## src/jdg_pkg.sv

```systemverilog
// Shared types, constants and lookup tables of the Julian Day converter.
`timescale 1ns / 1ps
`default_nettype none

package jdg_pkg;

    // Field widths of the external item formats.
    localparam int DN_W     = 23;
    localparam int YEAR_W   = 15;
    localparam int MONTH_W  = 4;
    localparam int DAY_W    = 5;
    localparam int FRAC_W   = 32;
    localparam int WDAY_W   = 3;
    localparam int YDAY_W   = 9;

    // Internal widths.
    localparam int B_W      = 24;   // Meeus B term of the inverse conversion
    localparam int YFULL_W  = 17;   // year before wrapping to the output width
    localparam int DAYF_W   = 10;   // day of month before wrapping
    localparam int CENT_W   = 15;   // Meeus C term (Julian years since -4716)
    localparam int Q100_W   = 8;    // quotient of a year magnitude by 100
    localparam int ALPHA_W  = 8;    // Gregorian correction count

    // Packed stream widths.
    localparam int IN_TDATA_W  = 80;
    localparam int OUT_TDATA_W = 96;

    // First day number of the Gregorian calendar (1582 October 15).
    localparam logic [DN_W-1:0] GREG_START = 23'd2299161;

    // Integer forms of the book's real constants.
    localparam int ALPHA_OFS   = 7468865;   // 4 * 1867216.25
    localparam int DAY_OFS     = 1524;
    localparam int CENT_OFS    = 12210;     // 100 * 122.1
    localparam int YEAR_OFS    = 4716;
    localparam int YEAR_OFS_JF = 4715;      // January and February
    localparam int QUAD_DAYS   = 1461;      // 4 * 365.25

    // Reciprocal constants: floor(x / D) = (x * R) >> K, exact for the
    // operand widths used here because x * (R * D - 2^K) < 2^K.
    localparam int K_DIV100    = 24;
    localparam int R_DIV100_W  = 18;
    localparam logic [R_DIV100_W-1:0] R_DIV100 =
        R_DIV100_W'(((64'd1 << K_DIV100) + 64'd99) / 64'd100);

    localparam int K_ALPHA     = 43;
    localparam int R_ALPHA_W   = 26;
    localparam logic [R_ALPHA_W-1:0] R_ALPHA =
        R_ALPHA_W'(((64'd1 << K_ALPHA) + 64'd146096) / 64'd146097);

    localparam int K_CENT      = 46;
    localparam int R_CENT_W    = 31;
    localparam logic [R_CENT_W-1:0] R_CENT =
        R_CENT_W'(((64'd1 << K_CENT) + 64'd36524) / 64'd36525);

    // floor(x * 10000 / 306001) for x below 1024.
    localparam int K_MON       = 29;
    localparam int R_MON_W     = 25;
    localparam logic [R_MON_W-1:0] R_MON =
        R_MON_W'(((64'd10000 << K_MON) + 64'd306000) / 64'd306001);

    localparam int K_DIV7      = 27;
    localparam int R_DIV7_W    = 25;
    localparam logic [R_DIV7_W-1:0] R_DIV7 =
        R_DIV7_W'(((64'd1 << K_DIV7) + 64'd6) / 64'd7);

    // Input item as taken from the stream.
    typedef struct packed {
        logic                      action;
        logic signed [YEAR_W-1:0]  year;
        logic [MONTH_W-1:0]        month;
        logic [DAY_W-1:0]          day;
        logic [FRAC_W-1:0]         frac;
        logic [DN_W-1:0]           day_number;
    } jdg_in_t;

    // Hand-over from the front stages: the day number is final for the
    // forward direction, B is ready for the inverse direction.
    typedef struct packed {
        logic                      action;
        logic signed [YEAR_W-1:0]  year;
        logic [MONTH_W-1:0]        month;
        logic [DAY_W-1:0]          day;
        logic [FRAC_W-1:0]         frac;
        logic [DN_W-1:0]           day_number;
        logic [B_W-1:0]            b;
    } jdg_mid_t;

    // Calendar date of either direction, before the leap and ordinal step.
    typedef struct packed {
        logic [DN_W-1:0]           day_number;
        logic signed [YFULL_W-1:0] year;
        logic [MONTH_W-1:0]        month;
        logic [DAYF_W-1:0]         day;
        logic [FRAC_W-1:0]         frac;
        logic [WDAY_W-1:0]         weekday;
    } jdg_date_t;

    // Result item.
    typedef struct packed {
        logic [DN_W-1:0]           day_number;
        logic [YEAR_W-1:0]         year;
        logic [MONTH_W-1:0]        month;
        logic [DAY_W-1:0]          day;
        logic [FRAC_W-1:0]         frac;
        logic [WDAY_W-1:0]         weekday;
        logic [YDAY_W-1:0]         year_day;
        logic                      leap;
    } jdg_out_t;

    // floor(30.6001 * x): days before a month in the March-based year.
    // The forward path reaches x = 16 when a month field of 15 is given.
    function automatic logic [8:0] mon_days(input logic [4:0] x);
        logic [8:0] r;
        begin
            case (x)
                5'd0:    r = 9'd0;
                5'd1:    r = 9'd30;
                5'd2:    r = 9'd61;
                5'd3:    r = 9'd91;
                5'd4:    r = 9'd122;
                5'd5:    r = 9'd153;
                5'd6:    r = 9'd183;
                5'd7:    r = 9'd214;
                5'd8:    r = 9'd244;
                5'd9:    r = 9'd275;
                5'd10:   r = 9'd306;
                5'd11:   r = 9'd336;
                5'd12:   r = 9'd367;
                5'd13:   r = 9'd397;
                5'd14:   r = 9'd428;
                5'd15:   r = 9'd459;
                5'd16:   r = 9'd489;
                default: r = 9'd0;
            endcase
            return r;
        end
    endfunction

    // floor(275 * x / 9): cumulative month lengths for the ordinal day.
    function automatic logic [8:0] ord_days(input logic [3:0] x);
        logic [8:0] r;
        begin
            case (x)
                4'd0:    r = 9'd0;
                4'd1:    r = 9'd30;
                4'd2:    r = 9'd61;
                4'd3:    r = 9'd91;
                4'd4:    r = 9'd122;
                4'd5:    r = 9'd152;
                4'd6:    r = 9'd183;
                4'd7:    r = 9'd213;
                4'd8:    r = 9'd244;
                4'd9:    r = 9'd275;
                4'd10:   r = 9'd305;
                4'd11:   r = 9'd336;
                4'd12:   r = 9'd366;
                4'd13:   r = 9'd397;
                4'd14:   r = 9'd427;
                4'd15:   r = 9'd458;
                default: r = 9'd0;
            endcase
            return r;
        end
    endfunction

endpackage

`default_nettype wire

```

## src/jdg_split.sv

```systemverilog
// Front stages: date to day number, and the first steps of the inverse path.
`timescale 1ns / 1ps
`default_nettype none

module jdg_split
    import jdg_pkg::*;
(
    input  wire logic     clk,
    input  wire logic     rst_n,
    input  wire logic     in_valid,
    output logic          in_ready,
    input  wire jdg_in_t  in_item,
    output logic          out_valid,
    input  wire logic     out_ready,
    output jdg_mid_t      out_item
);

    typedef struct packed {
        logic                     action;
        logic signed [YEAR_W-1:0] year;
        logic [MONTH_W-1:0]       month;
        logic [DAY_W-1:0]         day;
        logic [FRAC_W-1:0]        frac;
        logic [DN_W-1:0]          z;
        logic                     ge;
        logic [DN_W+1:0]          ax;
        logic [MONTH_W-1:0]       m_adj;
        logic                     ya_neg;
        logic [14:0]              ya_mag;
        logic signed [15:0]       yoff;
    } s1_t;

    typedef struct packed {
        logic                     action;
        logic signed [YEAR_W-1:0] year;
        logic [MONTH_W-1:0]       month;
        logic [DAY_W-1:0]         day;
        logic [FRAC_W-1:0]        frac;
        logic [DN_W-1:0]          z;
        logic                     ge;
        logic [ALPHA_W-1:0]       alpha;
        logic [MONTH_W-1:0]       m_adj;
        logic                     ya_neg;
        logic [Q100_W-1:0]        q_a;
        logic signed [27:0]       p1461;
    } s2_t;

    logic     v1_reg, v2_reg, v3_reg;
    logic     v1_next, v2_next, v3_next;
    logic     en1, en2, en3;
    s1_t      s1_reg, s1_next;
    s2_t      s2_reg, s2_next;
    jdg_mid_t s3_reg, s3_next;

    // Stage 1 locals.
    logic signed [15:0] y_ext;
    logic signed [15:0] y_adj;
    logic               le2;

    // Stage 2 locals.
    logic [32:0] q100_prod;
    logic [50:0] alpha_prod;

    // Stage 3 locals.
    logic [Q100_W-1:0]  t_cent;
    logic [DN_W-1:0]    b_gc;
    logic signed [27:0] q1461;
    logic [DN_W-1:0]    dn_fwd;
    logic [B_W-1:0]     b_term;

    // A stage loads when it is empty or its successor moves on.
    assign en3      = !v3_reg || out_ready;
    assign en2      = !v2_reg || en3;
    assign en1      = !v1_reg || en2;
    assign in_ready = en1;

    always_comb
    begin
        v1_next = en1 ? in_valid : v1_reg;
        v2_next = en2 ? v1_reg : v2_reg;
        v3_next = en3 ? v2_reg : v3_reg;
    end

    // Stage 1: shift January and February to the previous year, prepare
    // the operands of both directions.
    always_comb
    begin
        y_ext          = {in_item.year[YEAR_W-1], in_item.year};
        le2            = (in_item.month <= 4'd2);
        y_adj          = le2 ? (y_ext - 16'sd1) : y_ext;
        s1_next.action = in_item.action;
        s1_next.year   = in_item.year;
        s1_next.month  = in_item.month;
        s1_next.day    = in_item.day;
        s1_next.frac   = in_item.frac;
        s1_next.z      = in_item.day_number;
        s1_next.ge     = (in_item.day_number >= GREG_START);
        s1_next.ax     = {in_item.day_number, 2'b00} - (DN_W+2)'(ALPHA_OFS);
        s1_next.m_adj  = le2 ? (in_item.month + 4'd12) : in_item.month;
        s1_next.ya_neg = y_adj[15];
        s1_next.ya_mag = 15'(y_adj[15] ? -y_adj : y_adj);
        s1_next.yoff   = y_adj + 16'(YEAR_OFS);
    end

    // Stage 2: the three multiplications.
    always_comb
    begin
        q100_prod      = 33'(s1_reg.ya_mag) * 33'(R_DIV100);
        alpha_prod     = 51'(s1_reg.ax) * 51'(R_ALPHA);
        s2_next.action = s1_reg.action;
        s2_next.year   = s1_reg.year;
        s2_next.month  = s1_reg.month;
        s2_next.day    = s1_reg.day;
        s2_next.frac   = s1_reg.frac;
        s2_next.z      = s1_reg.z;
        s2_next.ge     = s1_reg.ge;
        s2_next.alpha  = alpha_prod[K_ALPHA +: ALPHA_W];
        s2_next.m_adj  = s1_reg.m_adj;
        s2_next.ya_neg = s1_reg.ya_neg;
        s2_next.q_a    = q100_prod[K_DIV100 +: Q100_W];
        s2_next.p1461  = s1_reg.yoff * 28'sd1461;
    end

    // Stage 3: the forward day number (kept modulo 2^23) and B of the
    // inverse direction. Quotients truncate toward zero.
    always_comb
    begin
        t_cent  = s2_reg.q_a - {2'b00, s2_reg.q_a[Q100_W-1:2]};
        b_gc    = s2_reg.ya_neg ? (23'd2 + 23'(t_cent)) : (23'd2 - 23'(t_cent));
        q1461   = s2_reg.p1461[27] ? ((s2_reg.p1461 + 28'sd3) >>> 2)
                                   : (s2_reg.p1461 >>> 2);
        dn_fwd  = 23'(q1461) + 23'(mon_days({1'b0, s2_reg.m_adj} + 5'd1))
                  + 23'(s2_reg.day) + b_gc - 23'(DAY_OFS);
        b_term  = s2_reg.ge ? (24'(DAY_OFS + 1) + 24'(s2_reg.alpha)
                               - 24'(s2_reg.alpha[ALPHA_W-1:2]))
                            : 24'(DAY_OFS);
        s3_next.action     = s2_reg.action;
        s3_next.year       = s2_reg.year;
        s3_next.month      = s2_reg.month;
        s3_next.day        = s2_reg.day;
        s3_next.frac       = s2_reg.frac;
        s3_next.day_number = s2_reg.action ? s2_reg.z : dn_fwd;
        s3_next.b          = 24'(s2_reg.z) + b_term;
    end

    always_ff @(posedge clk or negedge rst_n)
    begin
        if (!rst_n)
        begin
            v1_reg <= 1'b0;
            v2_reg <= 1'b0;
            v3_reg <= 1'b0;
        end
        else
        begin
            v1_reg <= v1_next;
            v2_reg <= v2_next;
            v3_reg <= v3_next;
        end
    end

    always_ff @(posedge clk)
    begin
        if (en1)
        begin
            s1_reg <= s1_next;
        end
        if (en2)
        begin
            s2_reg <= s2_next;
        end
        if (en3)
        begin
            s3_reg <= s3_next;
        end
    end

    assign out_valid = v3_reg;
    assign out_item  = s3_reg;

`ifndef ASSERT_OFF
    a_s1_hold: assert property (@(posedge clk) disable iff (!rst_n)
        (v1_reg && !en1) |=> (v1_reg && $stable(s1_reg)))
        else $error("stage 1 changed while stalled");
    a_s2_hold: assert property (@(posedge clk) disable iff (!rst_n)
        (v2_reg && !en2) |=> (v2_reg && $stable(s2_reg)))
        else $error("stage 2 changed while stalled");
`endif

endmodule

`default_nettype wire

```

## src/jdg_civil.sv

```systemverilog
// Middle stages: day number to Julian or Gregorian date, and the weekday.
`timescale 1ns / 1ps
`default_nettype none

module jdg_civil
    import jdg_pkg::*;
(
    input  wire logic      clk,
    input  wire logic      rst_n,
    input  wire logic      in_valid,
    output logic           in_ready,
    input  wire jdg_mid_t  in_item,
    output logic           out_valid,
    input  wire logic      out_ready,
    output jdg_date_t      out_item
);

    typedef struct packed {
        logic                     action;
        logic signed [YEAR_W-1:0] year;
        logic [MONTH_W-1:0]       month;
        logic [DAY_W-1:0]         day;
        logic [FRAC_W-1:0]        frac;
        logic [DN_W-1:0]          dnu;
        logic [B_W-1:0]           b;
        logic [29:0]              x100;
        logic [DN_W:0]            w;
    } s4_t;

    typedef struct packed {
        logic                     action;
        logic signed [YEAR_W-1:0] year;
        logic [MONTH_W-1:0]       month;
        logic [DAY_W-1:0]         day;
        logic [FRAC_W-1:0]        frac;
        logic [DN_W-1:0]          dnu;
        logic [B_W-1:0]           b;
        logic [CENT_W-1:0]        c;
        logic [DN_W:0]            w;
        logic [20:0]              wq;
    } s5_t;

    typedef struct packed {
        logic                     action;
        logic signed [YEAR_W-1:0] year;
        logic [MONTH_W-1:0]       month;
        logic [DAY_W-1:0]         day;
        logic [FRAC_W-1:0]        frac;
        logic [DN_W-1:0]          dnu;
        logic [CENT_W-1:0]        c;
        logic [DAYF_W-1:0]        bd;
        logic [WDAY_W-1:0]        weekday;
    } s6_t;

    typedef struct packed {
        logic                     action;
        logic signed [YEAR_W-1:0] year;
        logic [MONTH_W-1:0]       month;
        logic [DAY_W-1:0]         day;
        logic [FRAC_W-1:0]        frac;
        logic [DN_W-1:0]          dnu;
        logic [CENT_W-1:0]        c;
        logic [DAYF_W-1:0]        bd;
        logic [3:0]               e;
        logic [WDAY_W-1:0]        weekday;
    } s7_t;

    logic      v4_reg, v5_reg, v6_reg, v7_reg, v8_reg;
    logic      v4_next, v5_next, v6_next, v7_next, v8_next;
    logic      en4, en5, en6, en7, en8;
    s4_t       s4_reg, s4_next;
    s5_t       s5_reg, s5_next;
    s6_t       s6_reg, s6_next;
    s7_t       s7_reg, s7_next;
    jdg_date_t s8_reg, s8_next;

    logic [60:0]               c_prod;
    logic [48:0]               wq_prod;
    logic [25:0]               d_prod;
    logic [DN_W:0]             w_rem;
    logic [34:0]               e_prod;
    logic [DAYF_W-1:0]         day_inv;
    logic [MONTH_W-1:0]        month_inv;
    logic signed [YFULL_W-1:0] c_ext;
    logic signed [YFULL_W-1:0] year_inv;

    assign en8      = !v8_reg || out_ready;
    assign en7      = !v7_reg || en8;
    assign en6      = !v6_reg || en7;
    assign en5      = !v5_reg || en6;
    assign en4      = !v4_reg || en5;
    assign in_ready = en4;

    always_comb
    begin
        v4_next = en4 ? in_valid : v4_reg;
        v5_next = en5 ? v4_reg : v5_reg;
        v6_next = en6 ? v5_reg : v6_reg;
        v7_next = en7 ? v6_reg : v7_reg;
        v8_next = en8 ? v7_reg : v8_reg;
    end

    // Stage 4: 100 * B - 12210, and the weekday operand.
    always_comb
    begin
        s4_next.action = in_item.action;
        s4_next.year   = in_item.year;
        s4_next.month  = in_item.month;
        s4_next.day    = in_item.day;
        s4_next.frac   = in_item.frac;
        s4_next.dnu    = in_item.day_number;
        s4_next.b      = in_item.b;
        s4_next.x100   = 30'(in_item.b) * 30'd100 - 30'(CENT_OFS);
        s4_next.w      = {1'b0, in_item.day_number} + 24'd1;
    end

    // Stage 5: C = floor((100 B - 12210) / 36525) and floor(w / 7).
    always_comb
    begin
        c_prod        = 61'(s4_reg.x100) * 61'(R_CENT);
        wq_prod       = 49'(s4_reg.w) * 49'(R_DIV7);
        s5_next.action = s4_reg.action;
        s5_next.year   = s4_reg.year;
        s5_next.month  = s4_reg.month;
        s5_next.day    = s4_reg.day;
        s5_next.frac   = s4_reg.frac;
        s5_next.dnu    = s4_reg.dnu;
        s5_next.b      = s4_reg.b;
        s5_next.c      = c_prod[K_CENT +: CENT_W];
        s5_next.w      = s4_reg.w;
        s5_next.wq     = wq_prod[K_DIV7 +: 21];
    end

    // Stage 6: D = floor(1461 C / 4), the day count B - D into the
    // March-based year, and the weekday remainder.
    always_comb
    begin
        d_prod          = 26'(s5_reg.c) * 26'(QUAD_DAYS);
        w_rem           = s5_reg.w - (24'(s5_reg.wq) * 24'd7);
        s6_next.action  = s5_reg.action;
        s6_next.year    = s5_reg.year;
        s6_next.month   = s5_reg.month;
        s6_next.day     = s5_reg.day;
        s6_next.frac    = s5_reg.frac;
        s6_next.dnu     = s5_reg.dnu;
        s6_next.c       = s5_reg.c;
        s6_next.bd      = DAYF_W'(s5_reg.b - d_prod[25:2]);
        s6_next.weekday = w_rem[WDAY_W-1:0];
    end

    // Stage 7: E = floor((B - D) / 30.6001).
    always_comb
    begin
        e_prod          = 35'(s6_reg.bd) * 35'(R_MON);
        s7_next.action  = s6_reg.action;
        s7_next.year    = s6_reg.year;
        s7_next.month   = s6_reg.month;
        s7_next.day     = s6_reg.day;
        s7_next.frac    = s6_reg.frac;
        s7_next.dnu     = s6_reg.dnu;
        s7_next.c       = s6_reg.c;
        s7_next.bd      = s6_reg.bd;
        s7_next.e       = e_prod[K_MON +: 4];
        s7_next.weekday = s6_reg.weekday;
    end

    // Stage 8: day, month and year of the inverse direction; the forward
    // direction echoes its input date.
    always_comb
    begin
        day_inv   = s7_reg.bd - DAYF_W'(mon_days({1'b0, s7_reg.e}));
        month_inv = (s7_reg.e >= 4'd14) ? (s7_reg.e - 4'd13) : (s7_reg.e - 4'd1);
        c_ext     = $signed({2'b00, s7_reg.c});
        year_inv  = (month_inv <= 4'd2) ? (c_ext - 17'(YEAR_OFS_JF))
                                        : (c_ext - 17'(YEAR_OFS));
        s8_next.day_number = s7_reg.dnu;
        s8_next.year       = s7_reg.action ? year_inv
                             : {{(YFULL_W-YEAR_W){s7_reg.year[YEAR_W-1]}}, s7_reg.year};
        s8_next.month      = s7_reg.action ? month_inv : s7_reg.month;
        s8_next.day        = s7_reg.action ? day_inv : DAYF_W'(s7_reg.day);
        s8_next.frac       = s7_reg.frac;
        s8_next.weekday    = s7_reg.weekday;
    end

    always_ff @(posedge clk or negedge rst_n)
    begin
        if (!rst_n)
        begin
            v4_reg <= 1'b0;
            v5_reg <= 1'b0;
            v6_reg <= 1'b0;
            v7_reg <= 1'b0;
            v8_reg <= 1'b0;
        end
        else
        begin
            v4_reg <= v4_next;
            v5_reg <= v5_next;
            v6_reg <= v6_next;
            v7_reg <= v7_next;
            v8_reg <= v8_next;
        end
    end

    always_ff @(posedge clk)
    begin
        if (en4)
        begin
            s4_reg <= s4_next;
        end
        if (en5)
        begin
            s5_reg <= s5_next;
        end
        if (en6)
        begin
            s6_reg <= s6_next;
        end
        if (en7)
        begin
            s7_reg <= s7_next;
        end
        if (en8)
        begin
            s8_reg <= s8_next;
        end
    end

    assign out_valid = v8_reg;
    assign out_item  = s8_reg;

`ifndef ASSERT_OFF
    a_e_range: assert property (@(posedge clk) disable iff (!rst_n)
        (v7_reg && s7_reg.action) |-> (s7_reg.e >= 4'd4))
        else $error("month index of an inverse conversion below four");
    a_wday_range: assert property (@(posedge clk) disable iff (!rst_n)
        v6_reg |-> (s6_reg.weekday <= 3'd6))
        else $error("weekday remainder out of range");
`endif

endmodule

`default_nettype wire

```

## src/jdg_calendar.sv

```systemverilog
// Final stages: leap-year flag, day of the year and the output register.
`timescale 1ns / 1ps
`default_nettype none

module jdg_calendar
    import jdg_pkg::*;
(
    input  wire logic       clk,
    input  wire logic       rst_n,
    input  wire logic       in_valid,
    output logic            in_ready,
    input  wire jdg_date_t  in_item,
    output logic            out_valid,
    input  wire logic       out_ready,
    output jdg_out_t        out_item
);

    typedef struct packed {
        logic [DN_W-1:0]    day_number;
        logic [YEAR_W-1:0]  year;
        logic [MONTH_W-1:0] month;
        logic [DAY_W-1:0]   day;
        logic [FRAC_W-1:0]  frac;
        logic [WDAY_W-1:0]  weekday;
        logic [15:0]        ymag;
        logic [Q100_W-1:0]  q;
        logic [YDAY_W-1:0]  yd_base;
        logic [1:0]         mgt;
    } s9_t;

    logic     v9_reg, v10_reg;
    logic     v9_next, v10_next;
    logic     en9, en10;
    s9_t      s9_reg, s9_next;
    jdg_out_t s10_reg, s10_next;

    logic [15:0]       ymag;
    logic [33:0]       q_prod;
    logic [15:0]       rem100;
    logic              lp;
    logic [YDAY_W-1:0] yd_sub;

    assign en10     = !v10_reg || out_ready;
    assign en9      = !v9_reg || en10;
    assign in_ready = en9;

    always_comb
    begin
        v9_next  = en9 ? in_valid : v9_reg;
        v10_next = en10 ? v9_reg : v10_reg;
    end

    // Stage 9: |year| / 100 and the month part of the ordinal day.
    always_comb
    begin
        ymag   = 16'(in_item.year[YFULL_W-1] ? -in_item.year : in_item.year);
        q_prod = 34'(ymag) * 34'(R_DIV100);
        s9_next.day_number = in_item.day_number;
        s9_next.year       = YEAR_W'(in_item.year);
        s9_next.month      = in_item.month;
        s9_next.day        = DAY_W'(in_item.day);
        s9_next.frac       = in_item.frac;
        s9_next.weekday    = in_item.weekday;
        s9_next.ymag       = ymag;
        s9_next.q          = q_prod[K_DIV100 +: Q100_W];
        s9_next.yd_base    = ord_days(in_item.month) + YDAY_W'(in_item.day) - 9'd30;
        // floor((month + 9) / 12) for the months the four bits can hold.
        if (in_item.month <= 4'd2)
        begin
            s9_next.mgt = 2'd0;
        end
        else if (in_item.month == 4'd15)
        begin
            s9_next.mgt = 2'd2;
        end
        else
        begin
            s9_next.mgt = 2'd1;
        end
    end

    // Stage 10: Gregorian leap rule on the full year, then the ordinal day.
    always_comb
    begin
        rem100 = s9_reg.ymag - (16'(s9_reg.q) * 16'd100);
        lp     = (s9_reg.ymag[1:0] == 2'b00)
                 && ((rem100 != 16'd0) || (s9_reg.q[1:0] == 2'b00));
        yd_sub = lp ? YDAY_W'(s9_reg.mgt) : YDAY_W'({s9_reg.mgt, 1'b0});
        s10_next.day_number = s9_reg.day_number;
        s10_next.year       = s9_reg.year;
        s10_next.month      = s9_reg.month;
        s10_next.day        = s9_reg.day;
        s10_next.frac       = s9_reg.frac;
        s10_next.weekday    = s9_reg.weekday;
        s10_next.year_day   = s9_reg.yd_base - yd_sub;
        s10_next.leap       = lp;
    end

    always_ff @(posedge clk or negedge rst_n)
    begin
        if (!rst_n)
        begin
            v9_reg  <= 1'b0;
            v10_reg <= 1'b0;
        end
        else
        begin
            v9_reg  <= v9_next;
            v10_reg <= v10_next;
        end
    end

    always_ff @(posedge clk)
    begin
        if (en9)
        begin
            s9_reg <= s9_next;
        end
        if (en10)
        begin
            s10_reg <= s10_next;
        end
    end

    assign out_valid = v10_reg;
    assign out_item  = s10_reg;

`ifndef ASSERT_OFF
    a_leap_div4: assert property (@(posedge clk) disable iff (!rst_n)
        (v10_reg && s10_reg.leap) |-> (s10_reg.year[1:0] == 2'b00))
        else $error("leap flag set for a year not divisible by four");
`endif

endmodule

`default_nettype wire

```

## src/julian_day_gregorian_convert.sv

```systemverilog
// Top level of the Julian Day and calendar date converter.
//
//  channel  direction  tdata (lowest bit first)                         tuser
//  s_axis   in         in_year 15s, in_month 4, in_day_whole 5,        action 1
//                      in_fraction 32, in_day_number 23, 1 zero bit
//  m_axis   out        out_day_number 23, out_year 15s, out_month 4,   none
//                      out_day_whole 5, out_fraction 32, weekday 3,
//                      year_day 9, leap 1, 4 zero bits
//
// One transaction is taken in every clock cycle while m_axis_tready is high; a
// result passes through every register stage before it can be taken. The depth
// of the pipeline is set by the chain of reciprocal multiplications of the
// inverse conversion, each followed by its own register.
// rst_n clears only the stage valid bits; payload registers are not reset.
// When m_axis_tready is low the stages stall from the output back, and an
// empty stage still takes data, so bubbles close up and nothing is lost.
`timescale 1ns / 1ps
`default_nettype none

module julian_day_gregorian_convert
    import jdg_pkg::*;
(
    input  wire logic                   clk,
    input  wire logic                   rst_n,
    input  wire logic                   s_axis_tvalid,
    output logic                        s_axis_tready,
    // in_year, in_month, in_day_whole, in_fraction, in_day_number, pad.
    input  wire logic [IN_TDATA_W-1:0]  s_axis_tdata,
    // action.
    input  wire logic                   s_axis_tuser,
    output logic                        m_axis_tvalid,
    input  wire logic                   m_axis_tready,
    // out_day_number, out_year, out_month, out_day_whole, out_fraction,
    // weekday, year_day, leap, pad.
    output logic [OUT_TDATA_W-1:0]      m_axis_tdata
);

    jdg_in_t   in_item;
    jdg_mid_t  mid_item;
    jdg_date_t date_item;
    jdg_out_t  res_item;
    logic      mid_valid, mid_ready;
    logic      date_valid, date_ready;

    // Unpack the input transaction.
    assign in_item.action     = s_axis_tuser;
    assign in_item.year       = $signed(s_axis_tdata[14:0]);
    assign in_item.month      = s_axis_tdata[18:15];
    assign in_item.day        = s_axis_tdata[23:19];
    assign in_item.frac       = s_axis_tdata[55:24];
    assign in_item.day_number = s_axis_tdata[78:56];

    // Stages 1 to 3: forward day number, B of the inverse conversion.
    jdg_split u_split (
        .clk       (clk),
        .rst_n     (rst_n),
        .in_valid  (s_axis_tvalid),
        .in_ready  (s_axis_tready),
        .in_item   (in_item),
        .out_valid (mid_valid),
        .out_ready (mid_ready),
        .out_item  (mid_item)
    );

    // Stages 4 to 8: calendar date of a day number, and the weekday.
    jdg_civil u_civil (
        .clk       (clk),
        .rst_n     (rst_n),
        .in_valid  (mid_valid),
        .in_ready  (mid_ready),
        .in_item   (mid_item),
        .out_valid (date_valid),
        .out_ready (date_ready),
        .out_item  (date_item)
    );

    // Stages 9 and 10: leap flag and ordinal day; stage 10 is the
    // output register.
    jdg_calendar u_calendar (
        .clk       (clk),
        .rst_n     (rst_n),
        .in_valid  (date_valid),
        .in_ready  (date_ready),
        .in_item   (date_item),
        .out_valid (m_axis_tvalid),
        .out_ready (m_axis_tready),
        .out_item  (res_item)
    );

    // Pack the result transaction.
    assign m_axis_tdata = {4'b0000,
                           res_item.leap,
                           res_item.year_day,
                           res_item.weekday,
                           res_item.frac,
                           res_item.day,
                           res_item.month,
                           res_item.year,
                           res_item.day_number};

endmodule

`default_nettype wire

```

## config.mk

```make
export PLATFORM = sky130hd
export DESIGN_NAME = julian_day_gregorian_convert
export DESIGN_NICKNAME = d
export VERILOG_FILES = /design/src/jdg_pkg.sv /design/src/jdg_split.sv /design/src/jdg_civil.sv /design/src/jdg_calendar.sv /design/src/julian_day_gregorian_convert.sv
export SDC_FILE = /design/constraint.sdc
export NUM_CORES = 2
export LEC_CHECK = 0
export BUFFER_PORTS_ARGS = -buffer_cell sky130_fd_sc_hd__clkbuf_2
export CORE_ASPECT_RATIO = 1.75
export CORE_MARGIN = 1.5
export CORE_UTILIZATION = 40
export DETAILED_ROUTE_END_ITERATION = 6
export HOLD_SLACK_MARGIN = 0.02
export PLACE_DENSITY = 0.61
export REMOVE_ABC_BUFFERS = 1
export SKIP_CTS_REPAIR_TIMING = 1
export SYNTH_ARGS = -nofsm -noshare
export SYNTH_HDL_FRONTEND = slang
export SYNTH_SLANG_ARGS = --single-unit
```

## constraint.sdc

```tcl
create_clock -name clk -period 36.8 [get_ports clk]
set_input_delay 7.36 -clock clk [delete_from_list [all_inputs] [get_ports clk]]
set_output_delay 7.36 -clock clk [all_outputs]
set_load 0.02 [all_outputs]
```

==> flow_summary.yaml <==
run_status:
  outcome: "finished clean"
synth:
  yosysWarnings: 0
  yosys.area.top_type: "edfxtp_1"
  synth.avg_cell_area_um2: 12.62
  synth_area_um2: 92680
  synth_top_cell_area_share: 0.3674
  synthArstFlopShare: 0.008606
  yosysMostFrequentCell: "inv_1"
  netlist_instances: 7344
  synth.distinct_cells: 86
  synth_ff_type: "edfxtp_1"
  synth_seq_cells: 1162
  synth.area.top_cells: "edfxtp_1 37%, fa_1 23%, ha_1 20%, inv_1 7.3%, xnor2_1 2.4%"
  yosys-top-cells-count: "1804 x inv_1, 1451 x ha_1, 1134 x edfxtp_1"
  synth_edf_count: 1134
  yosysSeqAreaShare: 0.3740
min_path:
  hp-class: "flop to flop"
  min_from: "u_civil.s7_reg[75]$_DFFE_PN_"
  holdPathEnd: "u_civil.out_item[23]$_DFFE_PN_"
  hold_depth: 0
floorplanning:
  die_h_um: 639.8
  dieWidth_um: 366.9
  io-pin-count: 183
  dieArea_um2: 234700
  initial_core_util: 0.4024
  core_area_um2: 230300
  rows: 233
final_layout:
  syn_to_final_growth_pct: 9.546
  largest_reg_flops: 142
  multi_input_comb_area_um2: 51190
  final_cell_area_um2: 101500
  num-nets-final: 10230
  fillers: 21290
  final-seq-area_um2: 34660
  drive_gt1_frac: 0.05942
clocking:
  clock-sinks: 1162
  clk_latency_ns: 0.79
  cts_max_level: 3
  clockRootBuffer: "clkbuf_16"
  cts_made_buffers: 113
  clkTransAtPathRegs_ns: 0.06
  cts_buffer_depth: 3
  cts_tree: "done"
place:
  place_area_um2: 97600
  port_buffers: 177
  place_congestion: 0.9491
  hpwl_um: 173100
  dp_worst_setup_slack_ns: 18.71
sta:
  slew_violations: 0
  finalSetupViolCount: 0
  tns_ns: 0
  period_minus_slack_ns: 17.99
  postLayoutSetupSlackWorst_ns: 18.81
  final-hold-violation-count: 0
  finClkSkew_ns: 0.06982
  timing.fmax_mhz: 55.58
  fin_crit_sh: 0.4889
  slew_headroom: 0.1653
  rsz0062_at_grt: "no"
  worst_slew_pin_slew_ns: 1.236
setup_path:
  crit_path_end_kind: "output pin"
  r2r_end: "u_calendar.s9_reg[18]$_DFFE_PP_"
  cp-start-kind: "primary input"
  r2r_cells: 27
  cp.required_ns: 29.44
  r2r_slack_ns: 27.85
  worstPathMaxFanout: 56
  path_class: "primary input to output pin"
  cp.arrival_ns: 10.63
  r2r_start: "u_civil.out_item[49]$_DFFE_PN_"
route:
  ant_nets: 0
  vias_per_cell: 4.843
  dr_total_vias: 52300
  drt_wl_total_um: 204700
  firstDrtPassIters: 5
  wire_per_inst_um: 18.95
  drt_iter0_drc: 2102
  drc: 0
global_routing:
  track_usage: 0.1789
  grt_max_degree: 88
  grt_pass1_vias: 58360
  grt_pass1_wl_um: 323000
  antenna_found_initial: 5
  grt_overflow: 0
job:
  maxCapViolCount: 0
## critical path, cell delays in order
cell	delay [ns]
clkbuf_2	0.09
nor2b_1	0.51
nand3_4	0.48
nor2_1	0.22
buf_4	0.24
nand3_4	0.08
buf_4	0.35
nor2_1	0.66
nand4_1	0.21
buf_4	0.24
clkbuf_2	0.17
## cell families (layout without fill, tap and decap cells)
family	Yosys count	in the layout	share of synthesized area
DFF	1162	1162	0.3740
muxes	46	46	0.005373
other	2	7	0.00008103
buffers and inverters	1836	2230	0.07455
and+or+nand+nor	758	758	0.04047
adders and majority gates	2506	2506	0.4238
xor gates and xnor gates	378	378	0.03602
AOI/OAI and AO/OA	656	656	0.04573
## how the worst max path moves through the flow
stage / start / endpoint / slack, ns / depth (start not counted)
2_1_floorplan: m_axis_tready / s_axis_tready / 10.60 / 6
3_3_place_gp: m_axis_tready / s_axis_tready / 18.69 / 11
3_5_place_dp: m_axis_tready / s_axis_tready / 18.71 / 11
4_1_cts: m_axis_tready / s_axis_tready / 18.68 / 11
5_1_grt: m_axis_tready / s_axis_tready / 18.50 / 11
6_report: m_axis_tready / s_axis_tready / 18.81 / 11
## metal layers
metal,track usage,part of all wire,vias up,wire (µm)
met5,0,0,-,0
met4,0.09263,0.058,0,11800
met3,0.01872,0.027,439,5438
met2,0.3504,0.56,848,114500
met1,0.1853,0.36,26200,72870
li1,-,-,24820,-
## final cells by class
type                       instances  area share
multi-input combinational       4349      0.5042
sequential                      1162      0.3414
inverter                        1806     0.06687
tap                             3055     0.03765
clock buffer                     130     0.02848
timing repair buffer             211     0.01124
clock inverter                    83     0.01013
antenna                            2  0.00004930
## cells in the final DEF (no fill, tap or decap), types with 136 or more instances in the layout
master and instances:
a21oi_1 192, nand2_1 185, edfxtp_1 1134, xnor2_1 252, o21ai_0 136, fa_1 1055
nor2_1 181, inv_1 1802, clkbuf_2 177, ha_1 1451
## per-stage QoR
stage / std cells / hold WS, ns / utilization
after floorplan: 7317 / 0.4003 / -
after CTS: 10800 / 0.3710 / 0.4408
after global routing: 10800 / 0.3717 / 0.4408
after global placement: 10580 / 0.4007 / 0.4238
after detailed placement: 10580 / 0.4045 / 0.4238
final: 10800 / 0.3801 / 0.4408
Power is not shown: default switching activity piles up to over one toggle a cycle in this logic, so the estimate is an artifact.
